===== src/rtl/sipc_pkg.sv =====
package sipc_pkg;

    localparam int SAMPLE_BITS_DEFAULT   = 16;
    localparam int FRACTION_BITS_DEFAULT = 14;

    localparam int INDEX_BITS     = 16;
    localparam int THRESH_BITS    = 16;
    localparam int CFG_INDEX_BITS = 2;
    localparam int CFG_DATA_BITS  = 16;
    localparam int CLASS_BITS     = 2;

    localparam logic [THRESH_BITS-1:0] VEG_THRESHOLD_RESET = 16'd4915;
    localparam logic [THRESH_BITS-1:0] WAT_THRESHOLD_RESET = 16'd0;

    typedef enum logic [CFG_INDEX_BITS-1:0] {
        CFG_VEG_THRESHOLD = 2'd0,
        CFG_WAT_THRESHOLD = 2'd1
    } cfg_reg_t;

    typedef enum logic [CLASS_BITS-1:0] {
        CLASS_NO_DATA    = 2'd0,
        CLASS_WATER      = 2'd1,
        CLASS_VEGETATION = 2'd2,
        CLASS_OTHER      = 2'd3
    } pixel_class_t;

    // Control word that walks down the divider chain with each pixel.
    typedef struct packed {
        logic valid;
        logic last;
        logic veg_nd;
        logic wat_nd;
        logic veg_neg;
        logic wat_neg;
    } sipc_ctrl_t;

endpackage


===== src/rtl/sipc_div_cell.sv =====
module sipc_div_cell #(
    parameter int SAMPLE_BITS   = sipc_pkg::SAMPLE_BITS_DEFAULT,
    parameter int FRACTION_BITS = sipc_pkg::FRACTION_BITS_DEFAULT
) (
    input  logic                   clk,
    input  logic                   rst_n,
    input  logic                   en,
    input  sipc_pkg::sipc_ctrl_t   ctrl_in,
    input  logic [SAMPLE_BITS:0]   veg_sum_in,
    input  logic [SAMPLE_BITS:0]   veg_rem_in,
    input  logic [FRACTION_BITS:0] veg_quot_in,
    input  logic [SAMPLE_BITS:0]   wat_sum_in,
    input  logic [SAMPLE_BITS:0]   wat_rem_in,
    input  logic [FRACTION_BITS:0] wat_quot_in,
    output sipc_pkg::sipc_ctrl_t   ctrl_out,
    output logic [SAMPLE_BITS:0]   veg_sum_out,
    output logic [SAMPLE_BITS:0]   veg_rem_out,
    output logic [FRACTION_BITS:0] veg_quot_out,
    output logic [SAMPLE_BITS:0]   wat_sum_out,
    output logic [SAMPLE_BITS:0]   wat_rem_out,
    output logic [FRACTION_BITS:0] wat_quot_out
);

    localparam int SW = SAMPLE_BITS + 1;

    sipc_pkg::sipc_ctrl_t   ctrl_reg;
    logic [SW-1:0]          veg_sum_reg;
    logic [SW-1:0]          veg_rem_reg;
    logic [FRACTION_BITS:0] veg_quot_reg;
    logic [SW-1:0]          wat_sum_reg;
    logic [SW-1:0]          wat_rem_reg;
    logic [FRACTION_BITS:0] wat_quot_reg;

    logic [SW:0]            veg_dbl;
    logic [SW+1:0]          veg_diff;
    logic                   veg_fit;
    logic [SW-1:0]          veg_rem_next;
    logic [FRACTION_BITS:0] veg_quot_next;
    logic [SW:0]            wat_dbl;
    logic [SW+1:0]          wat_diff;
    logic                   wat_fit;
    logic [SW-1:0]          wat_rem_next;
    logic [FRACTION_BITS:0] wat_quot_next;

    // One restoring step: double the remainder, subtract the sum where it fits.
    always_comb
    begin
        veg_dbl       = {veg_rem_in, 1'b0};
        veg_diff      = {1'b0, veg_dbl} - {2'b00, veg_sum_in};
        veg_fit       = ~veg_diff[SW+1];
        veg_rem_next  = veg_fit ? veg_diff[SW-1:0] : veg_dbl[SW-1:0];
        veg_quot_next = {veg_quot_in[FRACTION_BITS-1:0], veg_fit};

        wat_dbl       = {wat_rem_in, 1'b0};
        wat_diff      = {1'b0, wat_dbl} - {2'b00, wat_sum_in};
        wat_fit       = ~wat_diff[SW+1];
        wat_rem_next  = wat_fit ? wat_diff[SW-1:0] : wat_dbl[SW-1:0];
        wat_quot_next = {wat_quot_in[FRACTION_BITS-1:0], wat_fit};
    end

    always_ff @(posedge clk or negedge rst_n)
    begin
        if (!rst_n)
        begin
            ctrl_reg <= '0;
        end
        else if (en)
        begin
            ctrl_reg <= ctrl_in;
        end
    end

    always_ff @(posedge clk)
    begin
        if (en)
        begin
            veg_sum_reg  <= veg_sum_in;
            veg_rem_reg  <= veg_rem_next;
            veg_quot_reg <= veg_quot_next;
            wat_sum_reg  <= wat_sum_in;
            wat_rem_reg  <= wat_rem_next;
            wat_quot_reg <= wat_quot_next;
        end
    end

    assign ctrl_out     = ctrl_reg;
    assign veg_sum_out  = veg_sum_reg;
    assign veg_rem_out  = veg_rem_reg;
    assign veg_quot_out = veg_quot_reg;
    assign wat_sum_out  = wat_sum_reg;
    assign wat_rem_out  = wat_rem_reg;
    assign wat_quot_out = wat_quot_reg;

endmodule


===== src/rtl/sipc_class.sv =====
module sipc_class #(
    parameter int FRACTION_BITS = sipc_pkg::FRACTION_BITS_DEFAULT
) (
    input  logic                                clk,
    input  logic                                rst_n,
    input  logic                                en,
    input  sipc_pkg::sipc_ctrl_t                ctrl_in,
    input  logic [FRACTION_BITS:0]              veg_quot_in,
    input  logic [FRACTION_BITS:0]              wat_quot_in,
    input  logic [sipc_pkg::THRESH_BITS-1:0]    veg_threshold,
    input  logic [sipc_pkg::THRESH_BITS-1:0]    wat_threshold,
    output logic                                out_valid,
    output logic [sipc_pkg::INDEX_BITS-1:0]     vegetation_index,
    output logic                                vegetation_no_data,
    output logic [sipc_pkg::INDEX_BITS-1:0]     water_index,
    output logic                                water_no_data,
    output logic [sipc_pkg::CLASS_BITS-1:0]     pixel_class,
    output logic                                last_out
);

    localparam int IW = FRACTION_BITS + 2;
    localparam int CW = (IW > sipc_pkg::INDEX_BITS) ? IW : sipc_pkg::INDEX_BITS;
    localparam logic signed [IW-1:0] NO_DATA = {2'b10, {FRACTION_BITS{1'b0}}};

    logic                            out_valid_reg;
    logic [sipc_pkg::INDEX_BITS-1:0] veg_index_reg;
    logic                            veg_nd_reg;
    logic [sipc_pkg::INDEX_BITS-1:0] wat_index_reg;
    logic                            wat_nd_reg;
    sipc_pkg::pixel_class_t          class_reg;
    logic                            last_reg;

    logic signed [IW-1:0]            veg_mag;
    logic signed [IW-1:0]            wat_mag;
    logic signed [IW-1:0]            veg_idx;
    logic signed [IW-1:0]            wat_idx;
    logic signed [CW-1:0]            veg_wide;
    logic signed [CW-1:0]            wat_wide;
    logic signed [CW-1:0]            veg_thr_wide;
    logic signed [CW-1:0]            wat_thr_wide;
    sipc_pkg::pixel_class_t          class_next;

    // Apply the sign after the magnitude quotient; a zero sum takes the no-data code.
    always_comb
    begin
        veg_mag      = $signed({1'b0, veg_quot_in});
        wat_mag      = $signed({1'b0, wat_quot_in});
        veg_idx      = ctrl_in.veg_nd ? NO_DATA : (ctrl_in.veg_neg ? -veg_mag : veg_mag);
        wat_idx      = ctrl_in.wat_nd ? NO_DATA : (ctrl_in.wat_neg ? -wat_mag : wat_mag);
        veg_wide     = CW'(veg_idx);
        wat_wide     = CW'(wat_idx);
        veg_thr_wide = CW'($signed(veg_threshold));
        wat_thr_wide = CW'($signed(wat_threshold));
    end

    always_comb
    begin
        if (ctrl_in.veg_nd || ctrl_in.wat_nd)
        begin
            class_next = sipc_pkg::CLASS_NO_DATA;
        end
        else if (wat_wide > wat_thr_wide)
        begin
            class_next = sipc_pkg::CLASS_WATER;
        end
        else if (veg_wide > veg_thr_wide)
        begin
            class_next = sipc_pkg::CLASS_VEGETATION;
        end
        else
        begin
            class_next = sipc_pkg::CLASS_OTHER;
        end
    end

    always_ff @(posedge clk or negedge rst_n)
    begin
        if (!rst_n)
        begin
            out_valid_reg <= 1'b0;
        end
        else if (en)
        begin
            out_valid_reg <= ctrl_in.valid;
        end
    end

    always_ff @(posedge clk)
    begin
        if (en)
        begin
            veg_index_reg <= veg_wide[sipc_pkg::INDEX_BITS-1:0];
            veg_nd_reg    <= ctrl_in.veg_nd;
            wat_index_reg <= wat_wide[sipc_pkg::INDEX_BITS-1:0];
            wat_nd_reg    <= ctrl_in.wat_nd;
            class_reg     <= class_next;
            last_reg      <= ctrl_in.last;
        end
    end

    assign out_valid          = out_valid_reg;
    assign vegetation_index   = veg_index_reg;
    assign vegetation_no_data = veg_nd_reg;
    assign water_index        = wat_index_reg;
    assign water_no_data      = wat_nd_reg;
    assign pixel_class        = class_reg;
    assign last_out           = last_reg;

endmodule


===== src/rtl/spectral_index_pixel_classifier_core.sv =====
// Spectral index pixel classifier: one pixel (green, red, near-infrared) in, one result out
// with the vegetation and water normalized-difference indices in signed Q2.FRACTION_BITS,
// their no-data flags and a four-way class. The block takes one pixel every cycle while the
// output is not stalled: an entry stage forms the
// sums and differences, a chain of FRACTION_BITS divider cells yields one quotient bit each,
// and an output stage applies the sign and classifies. A stalled output freezes the whole
// chain, so in_ready follows out_ready while a result waits. Threshold writes are taken at
// any time and apply to pixels that reach the output stage afterwards.
module spectral_index_pixel_classifier_core #(
    parameter int SAMPLE_BITS   = sipc_pkg::SAMPLE_BITS_DEFAULT,
    parameter int FRACTION_BITS = sipc_pkg::FRACTION_BITS_DEFAULT
) (
    input  logic                                 clk,
    input  logic                                 rst_n,
    input  logic                                 in_valid,
    output logic                                 in_ready,
    input  logic [SAMPLE_BITS-1:0]               green_sample,
    input  logic [SAMPLE_BITS-1:0]               red_sample,
    input  logic [SAMPLE_BITS-1:0]               nir_sample,
    input  logic                                 last_pixel,
    output logic                                 out_valid,
    input  logic                                 out_ready,
    output logic [sipc_pkg::INDEX_BITS-1:0]      vegetation_index,
    output logic                                 vegetation_no_data,
    output logic [sipc_pkg::INDEX_BITS-1:0]      water_index,
    output logic                                 water_no_data,
    output logic [sipc_pkg::CLASS_BITS-1:0]      pixel_class,
    output logic                                 last_out,
    input  logic                                 cfg_valid,
    output logic                                 cfg_ready,
    input  logic [sipc_pkg::CFG_INDEX_BITS-1:0]  cfg_index,
    input  logic [sipc_pkg::CFG_DATA_BITS-1:0]   cfg_data
);

    localparam int SW = SAMPLE_BITS + 1;

    logic [sipc_pkg::THRESH_BITS-1:0] veg_threshold_reg;
    logic [sipc_pkg::THRESH_BITS-1:0] wat_threshold_reg;

    sipc_pkg::sipc_ctrl_t   entry_ctrl_reg;
    logic [SW-1:0]          entry_veg_sum_reg;
    logic [SW-1:0]          entry_veg_rem_reg;
    logic [FRACTION_BITS:0] entry_veg_quot_reg;
    logic [SW-1:0]          entry_wat_sum_reg;
    logic [SW-1:0]          entry_wat_rem_reg;
    logic [FRACTION_BITS:0] entry_wat_quot_reg;

    sipc_pkg::sipc_ctrl_t   entry_ctrl_next;
    logic [SW-1:0]          veg_sum;
    logic [SW-1:0]          wat_sum;
    logic [SAMPLE_BITS-1:0] veg_mag;
    logic [SAMPLE_BITS-1:0] wat_mag;
    logic                   veg_full;
    logic                   wat_full;

    sipc_pkg::sipc_ctrl_t   ctrl_chain     [FRACTION_BITS+1];
    logic [SW-1:0]          veg_sum_chain  [FRACTION_BITS+1];
    logic [SW-1:0]          veg_rem_chain  [FRACTION_BITS+1];
    logic [FRACTION_BITS:0] veg_quot_chain [FRACTION_BITS+1];
    logic [SW-1:0]          wat_sum_chain  [FRACTION_BITS+1];
    logic [SW-1:0]          wat_rem_chain  [FRACTION_BITS+1];
    logic [FRACTION_BITS:0] wat_quot_chain [FRACTION_BITS+1];

    logic                   en;

    // Advance the chain unless a finished result is held at the output.
    assign en        = ~out_valid | out_ready;
    assign in_ready  = en;
    assign cfg_ready = 1'b1;

    always_ff @(posedge clk or negedge rst_n)
    begin
        if (!rst_n)
        begin
            veg_threshold_reg <= sipc_pkg::VEG_THRESHOLD_RESET;
            wat_threshold_reg <= sipc_pkg::WAT_THRESHOLD_RESET;
        end
        else if (cfg_valid)
        begin
            case (cfg_index)
                sipc_pkg::CFG_VEG_THRESHOLD: veg_threshold_reg <= cfg_data;
                sipc_pkg::CFG_WAT_THRESHOLD: wat_threshold_reg <= cfg_data;
                default: ;
            endcase
        end
    end

    // The leading quotient bit is set only when one operand is zero (difference equals sum).
    always_comb
    begin
        veg_sum  = {1'b0, nir_sample} + {1'b0, red_sample};
        wat_sum  = {1'b0, green_sample} + {1'b0, nir_sample};
        veg_mag  = (nir_sample < red_sample) ? (red_sample - nir_sample)
                                             : (nir_sample - red_sample);
        wat_mag  = (green_sample < nir_sample) ? (nir_sample - green_sample)
                                               : (green_sample - nir_sample);
        veg_full = (nir_sample == '0) || (red_sample == '0);
        wat_full = (green_sample == '0) || (nir_sample == '0);

        entry_ctrl_next.valid   = in_valid;
        entry_ctrl_next.last    = last_pixel;
        entry_ctrl_next.veg_nd  = (veg_sum == '0);
        entry_ctrl_next.wat_nd  = (wat_sum == '0);
        entry_ctrl_next.veg_neg = (nir_sample < red_sample);
        entry_ctrl_next.wat_neg = (green_sample < nir_sample);
    end

    always_ff @(posedge clk or negedge rst_n)
    begin
        if (!rst_n)
        begin
            entry_ctrl_reg <= '0;
        end
        else if (en)
        begin
            entry_ctrl_reg <= entry_ctrl_next;
        end
    end

    always_ff @(posedge clk)
    begin
        if (en)
        begin
            entry_veg_sum_reg  <= veg_sum;
            entry_veg_rem_reg  <= veg_full ? '0 : {1'b0, veg_mag};
            entry_veg_quot_reg <= {{FRACTION_BITS{1'b0}}, veg_full};
            entry_wat_sum_reg  <= wat_sum;
            entry_wat_rem_reg  <= wat_full ? '0 : {1'b0, wat_mag};
            entry_wat_quot_reg <= {{FRACTION_BITS{1'b0}}, wat_full};
        end
    end

    assign ctrl_chain[0]     = entry_ctrl_reg;
    assign veg_sum_chain[0]  = entry_veg_sum_reg;
    assign veg_rem_chain[0]  = entry_veg_rem_reg;
    assign veg_quot_chain[0] = entry_veg_quot_reg;
    assign wat_sum_chain[0]  = entry_wat_sum_reg;
    assign wat_rem_chain[0]  = entry_wat_rem_reg;
    assign wat_quot_chain[0] = entry_wat_quot_reg;

    for (genvar i = 0; i < FRACTION_BITS; i++)
    begin : g_cell
        sipc_div_cell #(
            .SAMPLE_BITS   (SAMPLE_BITS),
            .FRACTION_BITS (FRACTION_BITS)
        ) u_cell (
            .clk          (clk),
            .rst_n        (rst_n),
            .en           (en),
            .ctrl_in      (ctrl_chain[i]),
            .veg_sum_in   (veg_sum_chain[i]),
            .veg_rem_in   (veg_rem_chain[i]),
            .veg_quot_in  (veg_quot_chain[i]),
            .wat_sum_in   (wat_sum_chain[i]),
            .wat_rem_in   (wat_rem_chain[i]),
            .wat_quot_in  (wat_quot_chain[i]),
            .ctrl_out     (ctrl_chain[i+1]),
            .veg_sum_out  (veg_sum_chain[i+1]),
            .veg_rem_out  (veg_rem_chain[i+1]),
            .veg_quot_out (veg_quot_chain[i+1]),
            .wat_sum_out  (wat_sum_chain[i+1]),
            .wat_rem_out  (wat_rem_chain[i+1]),
            .wat_quot_out (wat_quot_chain[i+1])
        );
    end

    sipc_class #(
        .FRACTION_BITS (FRACTION_BITS)
    ) u_class (
        .clk                (clk),
        .rst_n              (rst_n),
        .en                 (en),
        .ctrl_in            (ctrl_chain[FRACTION_BITS]),
        .veg_quot_in        (veg_quot_chain[FRACTION_BITS]),
        .wat_quot_in        (wat_quot_chain[FRACTION_BITS]),
        .veg_threshold      (veg_threshold_reg),
        .wat_threshold      (wat_threshold_reg),
        .out_valid          (out_valid),
        .vegetation_index   (vegetation_index),
        .vegetation_no_data (vegetation_no_data),
        .water_index        (water_index),
        .water_no_data      (water_no_data),
        .pixel_class        (pixel_class),
        .last_out           (last_out)
    );

endmodule


===== config.mk =====
export PLATFORM = sky130hd
export DESIGN_NAME = spectral_index_pixel_classifier_core
export DESIGN_NICKNAME = d
export VERILOG_FILES = /design/src/rtl/sipc_pkg.sv /design/src/rtl/sipc_div_cell.sv /design/src/rtl/sipc_class.sv /design/src/rtl/spectral_index_pixel_classifier_core.sv
export SDC_FILE = /design/constraint.sdc
export NUM_CORES = 2
export LEC_CHECK = 0
export ABC_CLOCK_PERIOD_IN_PS = 59000
export BUFFER_PORTS_ARGS = -buffer_cell sky130_fd_sc_hd__buf_2
export CORE_UTILIZATION = 35
export CTS_BUF_LIST = sky130_fd_sc_hd__clkbuf_8
export DETAILED_ROUTE_END_ITERATION = 12
export PLACE_DENSITY = 0.6
export SLEW_MARGIN = 20
export SYNTH_ARGS = -nofsm -noshare
export SYNTH_HDL_FRONTEND = slang
export SYNTH_SLANG_ARGS = --single-unit

===== constraint.sdc =====
create_clock -name clk -period 59 [get_ports clk]
set_clock_uncertainty 0.2 [all_clocks]
set_input_delay 8.85 -clock clk [delete_from_list [all_inputs] [get_ports clk]]
set_output_delay 8.85 -clock clk [all_outputs]
set_load 0.02 [all_outputs]

==> flow_summary.ini <==
[run_status]
status = finished clean

[floorplan]
core_mm2 = 0.205
initial_utilization = 0.353
die_area_mm2 = 0.209
die_y_um = 457
std_cell_rows = 166
die_w_um = 457
pin_count = 112

[sta]
fin_crit_sh = 0.317
worst_slew_pin_slew_ns = 1.04
slew_headroom = 0.308
final_max_slew_viol_count = 0
rsz0062_at_grt = false
setup_viol = 0
fin_setup_tns_ns = 0
period_needed_ns = 18.70
max_clock_freq_ghz = 0.0535
finalHoldViolCount = 0

[clocking]
cts.htree.levels = 4
clock_path_buffers = 3
cts_buffers = 218
cts.sinks = 1350
clkLatencyLatePin_ns = 0.92
cts-root-buf = clkbuf_8
cts_tree = built
post_cts_buffers = 0
path_clk_slew_ns = 0.06
cts_resized = 0
holdBufCountCts = 0

[job]
cap_violations = 0

[global_routing]
track_usage = 0.129
grt_pass1_vias = 45800
antenna_found_initial = 3
grt_max_degree = 207
grt_pass1_wl_um = 226000
grt.overflow.total = 0

[yosys]
yosys.cell_types.count = 77
synth_area_mm2 = 0.0725
synth_fp_nets = 6970
synth_edf_count = 1227
synth.top_cell.area_share = 0.508
ys_seq_elements = 1350
ys_seq_area_frac = 0.551
synth.area.top_cells = edfxtp_1, ha_1, dfrtp_1
synthCells = 6290
yosys_warnings = 0
synth_area_per_cell_um2 = 11.5
synthArstFlopShare = 0.0911
synth_top_flop_cell = edfxtp_1
yosysTopAreaCell = edfxtp_1

[placed_design]
dp_hpwl_um = 100000
portBuffers = 110
gp_congestion = 0.835

[setup_path]
cp-endpoint = in_ready
rr_startpoint = g_cell[13].u_cell.veg_quot_out[4]
cp-startpoint = out_ready
slowest_stage = buf_2
required_ns = 49.95
cp.depth = 4
reg2reg_to = u_class.pixel_class[0]
cpPeakStageDelay_ns = 0.25
start_kind = input pin
critPathKind = input pin to primary output
worstPathArrival_ns = 9.65
ff2ff_path_depth = 14
cp_num_buf_inv = 3
cp-end-kind = primary output
path_cells = buf_2, nor2b_4, inv_8, buf_2
rrSetupSlack_ns = 53.94
cpMostUsedCell = buf_2
crit_family = buffers and inverters
cp_max_fo = 50

[layout]
area_growth_pct = 11.1
drive_gt1_frac = 0.107
mostFrequentLayoutCell = edfxtp_1
nets = 7236
layout_common_cells = edfxtp_1, inv_1, ha_1

[route]
ant_nets = 0
first_pass_iters = 5
wl_per_cell_um = 14.5
dr_total_vias = 45400
viasPerCell = 4.83
drt_iter0_drc = 1886
drcViolationCount = 0
drt_wl_total_um = 137000

[min_path]
min_path_type = flip-flop to flip-flop
-- worst min path at each step --
stage,from,to,cells after the start
after floorplan,entry_veg_quot_reg[0],g_cell[0].u_cell.veg_quot_out[1],0
after global routing,g_cell[3].u_cell.wat_quot_out[3],g_cell[4].u_cell.wat_quot_out[4],0
final,g_cell[3].u_cell.wat_quot_out[3],g_cell[4].u_cell.wat_quot_out[4],0
after detailed placement,g_cell[10].u_cell.veg_quot_out[9],g_cell[11].u_cell.veg_quot_out[10],0
after global placement,g_cell[12].u_cell.wat_quot_out[4],g_cell[13].u_cell.wat_quot_out[5],0
after CTS,g_cell[3].u_cell.wat_quot_out[3],g_cell[4].u_cell.wat_quot_out[4],0
-- final cells by class --
class | count | area [um2]
inverters | 716 | 2700
fillers | 19400 | 125000
well taps | 2688 | 3360
clock buffers | 229 | 3150
repair buffers | 156 | 976
multi-input cells | 4114 | 29600
clock inverters | 163 | 856
diodes | 1 | 2.50
flip-flops and latches | 1350 | 39900
-- cell families (layout without fill, tap and decap cells) --
logic type,after synthesis,in the layout,share of synthesized area
adder cells (fa/ha/maj),608,608,0.108
other,1,2,0.0000517
XOR/XNOR,384,384,0.0464
AO/OA/AOI/OAI,1409,1409,0.121
buffers and inverters,826,1264,0.0430
flip-flops,1350,1350,0.551
multiplexers,259,259,0.0396
AND/OR/NAND/NOR,1453,1453,0.0913
-- metal layers --
layer  track usage  routed length [um]  vias to the layer above
met5             0                   0                        -
met4        0.0511                4440                        0
met3        0.0228                4640                      275
met2         0.226               66200                      695
met1         0.158               61200                    21400
li1              -                   -                    23100
-- cell usage after synthesis (11+ instances only) --
cell type,number
nor4_1,23
a211oi_1,47
nand3_1,62
or4_1,11
a31oi_1,39
fa_1,32
xor2_1,117
o41ai_1,13
inv_1,713
a2bb2oi_1,11
a21o_1,154
and2_1,41
a21boi_0,22
nand2b_1,55
nand2_1,503
nor2_1,442
nand4_1,40
or3_1,38
nor3_1,71
edfxtp_1,1227
or2_2,35
o31a_1,27
o31ai_1,51
xnor2_1,267
dfrtp_1,116
o2111ai_1,16
o311ai_0,20
o21bai_1,80
a21oi_1,489
o211ai_1,11
o21ai_0,276
nor2b_1,101
ha_1,576
clkbuf_1,98
mux2i_1,34
o21a_1,97
mux2_2,225
-- metrics by stage --
stage           util  hold WS, ns  area (um2)  worst slack [ns]  instances
2_1_floorplan      -        0.200       72500              7.60       6290
3_3_place_gp   0.373        0.204       76500             40.30       9023
3_5_place_dp   0.373        0.205       76500             40.29       9023
4_1_cts        0.392        0.167       80500             40.29       9415
5_1_grt        0.393        0.182       80600             40.25       9417
6_report       0.393        0.179       80600             40.30       9417
Power is left out: the tool's default activity adds up to more than one toggle a clock period on the data nets, which glitch-free logic cannot reach.
